**config.mk**
```make
export PLATFORM = sky130hd
export DESIGN_NAME = emg_time_domain_features_core
export DESIGN_NICKNAME = d
export VERILOG_FILES = /design/src/sv/etdf_pkg.sv /design/src/sv/etdf_update.sv /design/src/sv/etdf_div.sv /design/src/sv/emg_time_domain_features_core.sv
export SDC_FILE = /design/constraint.sdc
export NUM_CORES = 1
export LEC_CHECK = 0
export BUFFER_PORTS_ARGS = -buffer_cell sky130_fd_sc_hd__buf_2
export CAP_MARGIN = 20
export CORE_UTILIZATION = 35
export CTS_CLUSTER_DIAMETER = 30
export DETAILED_ROUTE_END_ITERATION = 8
export HOLD_SLACK_MARGIN = 0.15
export SETUP_SLACK_MARGIN = 0.2
export SYNTH_ARGS = -nofsm -noshare
export SYNTH_HDL_FRONTEND = slang
export SYNTH_SLANG_ARGS = --single-unit
```
**constraint.sdc**
```tcl
create_clock -name clk -period 10.03 [get_ports clk]
set_input_delay 1.5045 -clock clk [delete_from_list [all_inputs] [get_ports clk]]
set_output_delay 1.5045 -clock clk [all_outputs]
set_load 0.005 [all_outputs]
```
**src/sv/etdf_pkg.sv**
```systemverilog
// ----------------------------------------------------------------------------
// etdf_pkg: shared types and constants for the EMG feature extractor
// Field widths, saturation limits, sign codes and the per-channel record.
// ----------------------------------------------------------------------------
package etdf_pkg;

  localparam int SAMPLE_W  = 16;
  localparam int CHAN_W    = 3;
  localparam int WIN_W     = 11;
  localparam int THR_W     = 15;
  localparam int SUM_W     = 26;
  localparam int CNT_W     = 10;
  localparam int MEAN_W    = 24;
  localparam int MEAN_FRAC = 8;
  localparam int DIVD_W    = SUM_W + MEAN_FRAC;

  localparam int CHANNELS_DEF   = 8;
  localparam int MAX_WINDOW_DEF = 1024;

  localparam logic [WIN_W-1:0] WIN_MIN      = WIN_W'(3);
  localparam logic [WIN_W-1:0] WIN_RESET    = WIN_W'(100);
  localparam logic [WIN_W-1:0] WIN_REG_MAX  = '1;
  localparam logic [SUM_W-1:0] SUM_MAX      = '1;
  localparam logic [CNT_W-1:0] CNT_MAX      = '1;
  localparam logic [MEAN_W-1:0] MEAN_MAX    = '1;

  // configuration register indexes
  localparam logic CFG_WINDOW_SIZE  = 1'b0;
  localparam logic CFG_ZC_THRESHOLD = 1'b1;

  typedef enum logic [1:0] {
    SIGN_NONE = 2'd0,
    SIGN_POS  = 2'd1,
    SIGN_NEG  = 2'd2
  } sign_t;

  typedef struct packed {
    logic [WIN_W-1:0]           count;
    logic [SUM_W-1:0]           abs_sum;
    logic [SUM_W-1:0]           len_sum;
    logic [CNT_W-1:0]           ext_cnt;
    logic [CNT_W-1:0]           zc_cnt;
    logic signed [SAMPLE_W-1:0] prev;
    logic signed [SAMPLE_W-1:0] older;
    sign_t                      last_sign;
  } ch_rec_t;

endpackage

```
**src/sv/etdf_update.sv**
```systemverilog
// ----------------------------------------------------------------------------
// etdf_update: per-sample channel record update
// Folds one sample into a channel's running window accumulators.
// ----------------------------------------------------------------------------
module etdf_update (
  input  logic signed [etdf_pkg::SAMPLE_W-1:0] sample_i,
  input  logic                                 open_i,
  input  logic [etdf_pkg::THR_W-1:0]           thr_i,
  input  etdf_pkg::ch_rec_t                    rec_i,
  output etdf_pkg::ch_rec_t                    rec_o
);
  import etdf_pkg::*;

  logic signed [SAMPLE_W:0] x_ext;
  logic signed [SAMPLE_W:0] b_ext;
  logic signed [SAMPLE_W:0] d_xb;
  logic signed [SAMPLE_W:0] d1;
  logic signed [SAMPLE_W:0] d2;
  logic [SAMPLE_W:0]        mag_x;
  logic [SAMPLE_W:0]        mag_d;
  logic [SUM_W:0]           abs_s;
  logic [SUM_W:0]           len_s;
  logic                     is_ext;
  sign_t                    x_sign;
  sign_t                    t_sign;

  always_comb begin
    x_ext  = {sample_i[SAMPLE_W-1], sample_i};
    b_ext  = {rec_i.prev[SAMPLE_W-1], rec_i.prev};
    d_xb   = x_ext - b_ext;
    d1     = b_ext - x_ext;
    d2     = b_ext - {rec_i.older[SAMPLE_W-1], rec_i.older};
    mag_x  = x_ext[SAMPLE_W] ? (SAMPLE_W+1)'(-x_ext) : x_ext;
    mag_d  = d_xb[SAMPLE_W] ? (SAMPLE_W+1)'(-d_xb) : d_xb;
    abs_s  = {1'b0, rec_i.abs_sum} + (SUM_W+1)'(mag_x);
    len_s  = {1'b0, rec_i.len_sum} + (SUM_W+1)'(mag_d);
    is_ext = (rec_i.count >= WIN_W'(2)) &&
             (((d1 > 0) && (d2 > 0)) || ((d1 < 0) && (d2 < 0)));

    if (sample_i > 0) begin
      x_sign = SIGN_POS;
    end else if (sample_i < 0) begin
      x_sign = SIGN_NEG;
    end else begin
      x_sign = SIGN_NONE;
    end
    // small magnitudes count as zero for crossings
    t_sign = (mag_x < (SAMPLE_W+1)'(thr_i)) ? SIGN_NONE : x_sign;

    rec_o = rec_i;
    if (open_i) begin
      rec_o.count     = WIN_W'(1);
      rec_o.abs_sum   = SUM_W'(mag_x);
      rec_o.len_sum   = '0;
      rec_o.ext_cnt   = '0;
      rec_o.zc_cnt    = '0;
      rec_o.older     = '0;
      rec_o.prev      = sample_i;
      rec_o.last_sign = x_sign;
    end else begin
      rec_o.count   = rec_i.count + WIN_W'(1);
      rec_o.abs_sum = abs_s[SUM_W] ? SUM_MAX : abs_s[SUM_W-1:0];
      rec_o.len_sum = len_s[SUM_W] ? SUM_MAX : len_s[SUM_W-1:0];
      if (is_ext && (rec_i.ext_cnt != CNT_MAX)) begin
        rec_o.ext_cnt = rec_i.ext_cnt + CNT_W'(1);
      end
      if (rec_i.last_sign == SIGN_NONE) begin
        rec_o.last_sign = t_sign;
      end else if ((t_sign != SIGN_NONE) && (t_sign != rec_i.last_sign)) begin
        rec_o.last_sign = t_sign;
        if (rec_i.zc_cnt != CNT_MAX) begin
          rec_o.zc_cnt = rec_i.zc_cnt + CNT_W'(1);
        end
      end
      rec_o.older = rec_i.prev;
      rec_o.prev  = sample_i;
    end
  end

endmodule

```
**src/sv/etdf_div.sv**
```systemverilog
// ----------------------------------------------------------------------------
// etdf_div: iterative restoring divider for the mean
// One quotient bit per cycle; quotient saturates to the mean width.
// ----------------------------------------------------------------------------
module etdf_div (
  input  logic                          clk,
  input  logic                          rst_n,
  input  logic                          start_i,
  input  logic [etdf_pkg::DIVD_W-1:0]   dividend_i,
  input  logic [etdf_pkg::WIN_W-1:0]    divisor_i,
  output logic                          busy_o,
  output logic [etdf_pkg::MEAN_W-1:0]   quotient_o
);
  import etdf_pkg::*;

  localparam int STEP_W = $clog2(DIVD_W + 1);

  logic [WIN_W-1:0]  rem_r;
  logic [WIN_W-1:0]  rem_nxt;
  logic [DIVD_W-1:0] quo_r;
  logic [DIVD_W-1:0] quo_nxt;
  logic [WIN_W-1:0]  dvsr_r;
  logic [STEP_W-1:0] step_r;
  logic              busy_r;
  logic [WIN_W:0]    rem_sh;
  logic [WIN_W:0]    rem_sub;
  logic              fits;

  always_comb begin
    rem_sh  = {rem_r, quo_r[DIVD_W-1]};
    rem_sub = rem_sh - {1'b0, dvsr_r};
    fits    = (rem_sh >= {1'b0, dvsr_r});
    rem_nxt = fits ? rem_sub[WIN_W-1:0] : rem_sh[WIN_W-1:0];
    quo_nxt = {quo_r[DIVD_W-2:0], fits};
  end

  always_ff @(posedge clk) begin
    if (!rst_n) begin
      busy_r <= 1'b0;
      step_r <= '0;
    end else if (start_i) begin
      busy_r <= 1'b1;
      step_r <= STEP_W'(DIVD_W);
    end else if (busy_r) begin
      step_r <= step_r - STEP_W'(1);
      busy_r <= (step_r != STEP_W'(1));
    end
  end

  always_ff @(posedge clk) begin
    if (start_i) begin
      rem_r  <= '0;
      quo_r  <= dividend_i;
      dvsr_r <= divisor_i;
    end else if (busy_r) begin
      rem_r <= rem_nxt;
      quo_r <= quo_nxt;
    end
  end

  assign busy_o     = busy_r;
  assign quotient_o = (|quo_r[DIVD_W-1:MEAN_W]) ? MEAN_MAX : quo_r[MEAN_W-1:0];

endmodule

```
**src/sv/emg_time_domain_features_core.sv**
```systemverilog
// ----------------------------------------------------------------------------
// emg_time_domain_features_core: per-channel EMG time-domain features
// Accumulates mean absolute value, waveform length, slope sign changes and
// zero crossings per channel and reports them when a window completes.
// ----------------------------------------------------------------------------
// Usage:
//   Input beats (in_sample, in_channel, in_window_start) are taken when
//   in_valid is high and in_stall is low. A beat whose channel is not
//   implemented is dropped. Each accepted beat reads its channel record
//   from the state memory, updates it in the next cycle and writes it back;
//   in_stall stays high until that write-back. A beat that closes a window
//   also starts the shared restoring divider for sum*256/window, one quotient
//   bit a cycle, and such a beat keeps in_stall high until the divider is
//   done and the result is loaded. The result beat sits in an output register
//   (out_valid high) until the receiver drops out_stall; meanwhile new input
//   beats are still taken, and only a second completed window waits for the
//   register to free. Configuration (cfg_we, cfg_index, cfg_data) is written
//   only while idle, by the user; the block itself does not enforce it.
//   Reset (rst_n low, synchronous) empties every channel window, sets the
//   window size to 100 and the zero-crossing threshold to 0.
// ----------------------------------------------------------------------------
module emg_time_domain_features_core #(
  parameter int CHANNELS   = etdf_pkg::CHANNELS_DEF,
  parameter int MAX_WINDOW = etdf_pkg::MAX_WINDOW_DEF
) (
  input  logic                                 clk,
  input  logic                                 rst_n,
  // configuration
  input  logic                                 cfg_we,
  input  logic                                 cfg_index,
  input  logic [etdf_pkg::THR_W-1:0]           cfg_data,
  // input channel
  input  logic                                 in_valid,
  output logic                                 in_stall,
  input  logic signed [etdf_pkg::SAMPLE_W-1:0] in_sample,
  input  logic [etdf_pkg::CHAN_W-1:0]          in_channel,
  input  logic                                 in_window_start,
  // result channel
  output logic                                 out_valid,
  input  logic                                 out_stall,
  output logic [etdf_pkg::CHAN_W-1:0]          out_channel,
  output logic [etdf_pkg::MEAN_W-1:0]          out_mean_abs,
  output logic [etdf_pkg::SUM_W-1:0]           out_wave_length,
  output logic [etdf_pkg::CNT_W-1:0]           out_slope_changes,
  output logic [etdf_pkg::CNT_W-1:0]           out_zero_crossings
);
  import etdf_pkg::*;

  localparam int IDX_W = (CHANNELS > 1) ? $clog2(CHANNELS) : 1;
  // the window register is 11 bits, so a larger limit never bites
  localparam logic [WIN_W-1:0] WIN_MAX =
    (MAX_WINDOW > 2047) ? WIN_REG_MAX : WIN_W'(MAX_WINDOW);

  typedef enum logic [1:0] {
    S_IDLE,
    S_UPDATE,
    S_DIV
  } state_t;

  state_t state_r;

  // configuration registers
  logic [WIN_W-1:0] win_size_r;
  logic [THR_W-1:0] zc_thr_r;
  logic [WIN_W-1:0] win_eff;

  // captured input beat
  logic signed [SAMPLE_W-1:0] sample_r;
  logic [CHAN_W-1:0]          chan_r;
  logic [IDX_W-1:0]           idx_r;
  logic                       start_r;

  // channel state: record memory plus a live bit per channel
  ch_rec_t                state_mem [CHANNELS];
  ch_rec_t                rd_rec_r;
  ch_rec_t                upd_rec;
  logic [CHANNELS-1:0]    live_r;
  logic                   win_open;
  logic                   win_done;

  // fields held for the pending result while the divider runs
  logic [CHAN_W-1:0] pend_chan_r;
  logic [SUM_W-1:0]  pend_len_r;
  logic [CNT_W-1:0]  pend_ext_r;
  logic [CNT_W-1:0]  pend_zc_r;

  // output register
  logic              out_valid_r;
  logic [CHAN_W-1:0] out_chan_r;
  logic [MEAN_W-1:0] out_mean_r;
  logic [SUM_W-1:0]  out_len_r;
  logic [CNT_W-1:0]  out_ext_r;
  logic [CNT_W-1:0]  out_zc_r;

  logic              in_accept;
  logic              in_chan_ok;
  logic              out_free;
  logic              out_load;
  logic              div_start;
  logic              div_busy;
  logic [MEAN_W-1:0] div_quo;

  // clamp the window size into its legal range
  always_comb begin
    if (win_size_r < WIN_MIN) begin
      win_eff = WIN_MIN;
    end else if (win_size_r > WIN_MAX) begin
      win_eff = WIN_MAX;
    end else begin
      win_eff = win_size_r;
    end
  end

  assign in_stall   = (state_r != S_IDLE);
  assign in_accept  = in_valid && !in_stall;
  assign in_chan_ok = (32'(in_channel) < CHANNELS);
  assign out_free   = !out_valid_r || !out_stall;
  // move the finished window into the output register
  assign out_load   = (state_r == S_DIV) && !div_busy && out_free;

  // a cleared live bit means the channel holds no samples yet
  assign win_open  = start_r || !live_r[idx_r];
  assign win_done  = (upd_rec.count >= win_eff);
  assign div_start = (state_r == S_UPDATE) && win_done;

  etdf_update u_update (
    .sample_i (sample_r),
    .open_i   (win_open),
    .thr_i    (zc_thr_r),
    .rec_i    (rd_rec_r),
    .rec_o    (upd_rec)
  );

  etdf_div u_div (
    .clk        (clk),
    .rst_n      (rst_n),
    .start_i    (div_start),
    .dividend_i ({upd_rec.abs_sum, MEAN_FRAC'(0)}),
    .divisor_i  (win_eff),
    .busy_o     (div_busy),
    .quotient_o (div_quo)
  );

  // configuration writes
  always_ff @(posedge clk) begin
    if (!rst_n) begin
      win_size_r <= WIN_RESET;
      zc_thr_r   <= '0;
    end else if (cfg_we) begin
      unique case (cfg_index)
        CFG_WINDOW_SIZE:  win_size_r <= cfg_data[WIN_W-1:0];
        CFG_ZC_THRESHOLD: zc_thr_r   <= cfg_data;
        default:          ;
      endcase
    end
  end

  // record memory: read on accept, write back after the update
  always_ff @(posedge clk) begin
    if (in_accept) begin
      rd_rec_r <= state_mem[IDX_W'(in_channel)];
    end
    if (state_r == S_UPDATE) begin
      state_mem[idx_r] <= upd_rec;
    end
  end

  // sequencer and output register
  always_ff @(posedge clk) begin
    if (!rst_n) begin
      state_r     <= S_IDLE;
      live_r      <= '0;
      out_valid_r <= 1'b0;
    end else begin
      // load a new beat, or hold the current one while the receiver stalls
      out_valid_r <= out_load || (out_valid_r && out_stall);
      unique case (state_r)
        S_IDLE: begin
          if (in_accept && in_chan_ok) begin
            state_r <= S_UPDATE;
          end
        end
        S_UPDATE: begin
          // drop the channel back to empty once its window closes
          live_r[idx_r] <= !win_done;
          state_r       <= win_done ? S_DIV : S_IDLE;
        end
        S_DIV: begin
          if (out_load) begin
            state_r <= S_IDLE;
          end
        end
        default: state_r <= S_IDLE;
      endcase
    end
  end

  // payload registers
  always_ff @(posedge clk) begin
    if (in_accept) begin
      sample_r <= in_sample;
      chan_r   <= in_channel;
      idx_r    <= IDX_W'(in_channel);
      start_r  <= in_window_start;
    end
    if (div_start) begin
      pend_chan_r <= chan_r;
      pend_len_r  <= upd_rec.len_sum;
      pend_ext_r  <= upd_rec.ext_cnt;
      pend_zc_r   <= upd_rec.zc_cnt;
    end
    if (out_load) begin
      out_chan_r <= pend_chan_r;
      out_mean_r <= div_quo;
      out_len_r  <= pend_len_r;
      out_ext_r  <= pend_ext_r;
      out_zc_r   <= pend_zc_r;
    end
  end

  assign out_valid          = out_valid_r;
  assign out_channel        = out_chan_r;
  assign out_mean_abs       = out_mean_r;
  assign out_wave_length    = out_len_r;
  assign out_slope_changes  = out_ext_r;
  assign out_zero_crossings = out_zc_r;

endmodule

```
-- After elaboration in Yosys (flattened, before gate mapping)
Memories as Yosys holds them, arrays and structs flattened. A register that Yosys moved wholly into a read port is not among the register bits.
Cells that the tools add are included.
- register bits after elaboration: 242
- memory bits (writable): 936
- input bits: 41
- output and inout port bits: 75
- word-level logic and storage cells: 126
- memories: 1
- $add $sub $neg: 12
- magnitude comparators: 14
- eq/ne operators: 8
- muxes and demuxes: 34
- bitwise operators: 2
- reduce and logical (&&, ||, !) cells: 31
- memory list (memory ; depth ; bits a word ; read ports ; clocked after Yosys merged registers in ; write ports ; RTL line ; RTL):
    state_mem ; 8 ; 117 ; 1 ; 1 ; 1 ; emg_time_domain_features_core.sv:74 ; ch_rec_t state_mem [CHANNELS];
- operators with widths (operator ; count):
    $mux 117 ; 1
    $mux 34 ; 2
    $add 26x17->27 ; 2
    $mux 26 ; 2
    $sub 16x16->17 ; 3
    $mux 10 ; 4
    $gt 17x1->1 const B ; 2
    $lt 17x1->1 const B ; 2
    $mux 17 ; 2
    $mux 11 ; 3
    $add 10x1->10 const B ; 2
    $ne 10x10->1 const B ; 2
    $lt 17x15->1 ; 1
    $neg 16->17 ; 1
    $neg 17->17 ; 1
    $gt 16x1->1 const B ; 1
    $lt 16x1->1 const B ; 1
    $mux 2 ; 8
    $ge 12x11->1 ; 1
    $mux 6 ; 2
    $add 11x1->11 const B ; 1
    $ge 11x11->1 ; 1
    $ge 11x2->1 const B ; 1
    $gt 11x11->1 const B ; 1
    other kinds (24) ; 54

-- Longest topological paths before layout
- depth in word-level cells: 12
- mapped depth: 26
- gate-level depth less buffers: 24

-- Modules after synthesis
A second synthesis with hierarchy kept.
- cell total of the unflattened synthesis: 3169
- area, all modules: 55255.5 um2
- by module, submodules not included (module ; instances ; cells an instance ; area an instance (um2) ; seq. area each (um2)):
    emg_time_domain_features_core ; 1 ; 1852 ; 44981.9 ; 36625.1
    etdf_update ; 1 ; 1029 ; 6889.1 ; 0.0
    etdf_div ; 1 ; 288 ; 3384.5 ; 1711.6

-- Worst setup path after synthesis
OpenSTA, ideal clock, no wires.
- path kind: reg-to-reg
- start: register idx_r[0]
- end: register live_r[0]
- library setup time: 0.126 ns
- arrival: 9.398 ns
- data required time: 9.904 ns
- path slack: 0.506 ns
- stages on the path, launching flop included: 5
- path buffers: 0
- clock period less this slack: 9.524 ns
- cell sequence: edfxtp_1 nand2b_1 nor3_1 mux2i_1 nor2b_1
- word-level cells in the longest chain between the ends: 8
- elaborated cells on any way between the ends: 13
- classes of those cells: 3 x order compare; 6 x mux; 4 x reduce/logical
- ends and longest elaborated chain (what ; RTL line ; RTL):
    from (decl) ; emg_time_domain_features_core.sv:70 ; logic [IDX_W-1:0] idx_r;
    from (signal assigned) ; emg_time_domain_features_core.sv:203 ; idx_r <= IDX_W'(in_channel);
    $bmux 1 s3 ; emg_time_domain_features_core.sv:122 ; assign win_open = start_r || !live_r[idx_r];
    $mux 1 (not written as such) ; emg_time_domain_features_core.sv:122 ;
    $logic_not 1->1 ; emg_time_domain_features_core.sv:122 ;
    $logic_or 1x1->1 ; emg_time_domain_features_core.sv:122 ;
    $mux 117 ; etdf_update.sv:51 ; if (open_i) begin
    $ge 11x11->1 ; emg_time_domain_features_core.sv:123 ; assign win_done = (upd_rec.count >= win_eff);
    $logic_not 1->1 ; emg_time_domain_features_core.sv:185 ; live_r[idx_r] <= !win_done;
    $bwmux 8 (*) ; emg_time_domain_features_core.sv:185 ;
    to (signal, indexed assignment) ; emg_time_domain_features_core.sv:185 ;
    to (decl) ; emg_time_domain_features_core.sv:77 ; logic [CHANNELS-1:0] live_r;
Mark *: on every way between the ends. The rest lies on a longest branch, timed or not. The select of a mux whose other input is x is not followed.
A chain may end at the register's enable or synchronous reset.

==> results.cfg <==
[run_status]
status = complete, but fails checks
violations = DRC

[die]
dieArea_um2 = 158000
fp.dieH_um = 397
initial_utilization_pct = 35.3
rows = 144
core_area_um2 = 154000
io_pins = 116
die_w_um = 397

[synth]
ys_top_cells_by_area = edfxtp_1 68%, mux4_2 9.7%, ha_1 3.0%, mux2_2 2.5%, dfxtp_1 2.3%
synth_seq_cells = 1295
seq_area_frac_synth_pct = 70.1
synth_cell_types = 95
syn_nets = 3343
synth_top_area_share_pct = 67.8
synth_top_flop_cell = edfxtp_1
synth_top_area_cell = edfxtp_1
synth_area_per_cell_um2 = 17.2
synth_edf_count = 1232
syn_inst = 3168
post_synth_instance_area_um2 = 54600
ys.warnings.count = 0
async_flop_share_pct = 0
yosysMostFrequentCell = edfxtp_1
synth.top_cells.by_count = 1,232 x edfxtp_1, 236 x mux4_2, 150 x nand2_1

[timing]
final-hold-violation-count = 0
fin_skew_ns = 0.0365
tightest_slew_ns = 1.10
rsz0062_at_grt = no
finalCritPeriodShare_pct = 73.2
finalSetupTns_ns = 0
finalSetupViolations = 0
slew_headroom_pct = 26.4
period_minus_slack_ns = 7.34
achievable-frequency_mhz = 136
drv_slew = 0

[setup_path]
worstSetupEndpointType = flop
crit_path_cell_trace = inv_1 > ha_1 > inv_1 > fa_1 > a21o_1 > a21oi_1 > o21bai_1 > a21oi_1 > xnor2_1 > nor3_1 > nor3b_1 > a31o_2 > xnor2_1 > ha_1 > and2_1 > and3_1 > a21oi_1 > o21ai_0 > nand2_1 > o211ai_1 > nand2_1 > a21oi_1
worst_path_max_delay_cell = nand2_1
worst_ep_arrival_time_ns = 7.84
critical_path_class = reg -> reg
cp-start-kind = flop
critical_path.max_fanout = 19
slowest_delay_ns = 0.85
path_buf_inv = 2
cp_top_family = compound AO/OA/AOI/OAI gates
critPathRequiredTime_ns = 10.53
worst_path_most_repeated_cell = a21oi_1

[clock_tree]
cts_max_level = 4
ctsLongestPathBuffers = 3
cts_resized = 0
insertion_delay_ns = 0.82
numCtsBuffers = 222
root_buffer = clkbuf_16
cts_tree = built
cts_setup_buffers = 0
hold_buffers = 0
clkSlewWorstSetupHoldPaths_ns = 0.06
cts.sinks = 1295

[global_routing]
antenna_found_initial = 7
first_global_vias = 30400
grt_first_pass_wirelength_um = 190000
grt.total_usage_pct = 16.0
grt_max_degree = 119
grt_remaining_overflow = 0

[detailed_routing]
via_count = 29100
wirelength_um = 125000
drt_iter0_markers = 2331
avgRoutedWirePerCell_um = 22.1
avgViaCountPerCell = 5.13
final_antenna_net_count = 0
first_pass_iters = 9
drc = 2

[power]
peakVddDrop_mv = 0.184
p_per_area_nw_per_um2 = 231
p_leak_nw = 22.2

[job]
cap_viol_max_count = 0

[placed_design]
place_congestion = 0.871
dpl.hpwl_um = 71500
port_buffers = 115
dpl-instance-area_um2 = 57700

[final_layout]
n_fill_cell = 13500
syn2layout_area_growth_pct = 19.8
finalNetCount = 3599
fin_area_um2 = 65400
drive_gt1_share_pct = 26.7

[worst_hold_path]
min_path_type = reg -> reg
==> power by group <==
group          switching (mW)  internal [mW]
clock network            2.74           4.93
registers              0.0825           6.04
logic                   0.789          0.542
==> flip-flops by register name (all words and copies together), names as in the netlist, 11 cells and up <==
name / cells
sample_r: 16
u_div.rem_r: 11
pend_len_r: 26
rd_rec_r: 117
state_mem: 936
win_size_r: 11
u_div.dvsr_r: 11
out_wave_length: 26
zc_thr_r: 15
u_div.quo_r: 34
out_mean_abs: 24
==> cell usage in the layout (no fill, tap or decap), drive strengths merged, types with 8 or more instances in the layout <==
master    synthesis  routed
clkbuf           84     245
nand2           151     151
ha              129     129
nor4             13      13
a311oi            8       8
clkinvlp          0      28
nand2b           31      31
or2              28      28
xor2             41      41
xnor2            58      58
o21ai            81      81
clkinv            2      68
o31ai            15      15
o211ai            8       8
nor2b            22      22
mux4            236     236
nand4            14      14
dfxtp            63      63
o21bai            9       9
edfxtp         1232    1232
inv             133     180
buf              39     156
nor3             32      32
and3             33      33
nor2            135     135
a31oi            27      27
a211oi           18      18
or3              14      14
and2              9       9
o21a             14      14
mux2            121     121
a21boi           37      37
mux2i            27      27
nand3            61      61
a21o             46      46
bufinv            0      30
a21oi           109     109
==> metrics by stage <==
| step | std cells | utilization [%] | hold slack (ns) | setup slack [ns] | power (mW) |
|---|---|---|---|---|---|
| after floorplan | 3168 | - | 0.400 | 0.506 | 7.20 |
| after global routing | 5661 | 42.4 | 0.414 | 2.01 | 15.6 |
| after detailed placement | 5243 | 37.3 | 0.405 | 2.38 | 7.55 |
| after global placement | 5242 | 37.3 | 0.405 | 2.50 | 7.56 |
| final | 5661 | 42.4 | 0.418 | 2.69 | 15.1 |
| after CTS | 5659 | 42.3 | 0.411 | 2.31 | 15.3 |
==> kinds of logic after synthesis <==
| logic type | synth area share (%) |
|---|---|
| AOI/OAI and AO/OA | 5.40 |
| xor gates and xnor gates | 1.59 |
| adders and majority gates | 3.14 |
| buffers and inverters | 1.91 |
| DFF | 70.1 |
| muxes | 12.7 |
| other | 0.00687 |
| and+or+nand+nor | 5.13 |
==> path summary, 6_finish.rpt <==
kind	startpoint	endpoint	slack [ns]	cells past startpoint
min	pend_chan_r[1]$_DFFE_PP_	out_channel[1]$_DFFE_PP_	0.42	0
min reg2reg	pend_chan_r[1]$_DFFE_PP_	out_channel[1]$_DFFE_PP_	0.42	0
max reg2reg	sample_r[0]$_DFFE_PP_	state_mem[3][65]$_DFFE_PP_	2.69	22
max	sample_r[0]$_DFFE_PP_	state_mem[3][65]$_DFFE_PP_	2.69	22
==> layer usage <==
layer	vias to the layer above	part of all wire, %	wire length (µm)	track usage [%]
met3	226	4.7	5870	2.78
li1	13100	-	-	-
met1	14900	43	54300	20.9
met2	774	49	61500	26.6
met5	-	0.0072	9	0
met4	2	2.9	3680	5.77
==> final cells by class <==
cell class,instances,area (µm²),area share [%]
repair buffers,156,970,1.48
multi-input cells,1614,15400,23.5
clock inverters,171,2020,3.08
well taps,2044,2560,3.91
clock buffers,245,5710,8.72
inverters,135,509,0.779
flip-flops and latches,1295,38300,58.5
diodes,1,2.50,0.00383
Note: power is estimated with default switching activity, not from simulation.
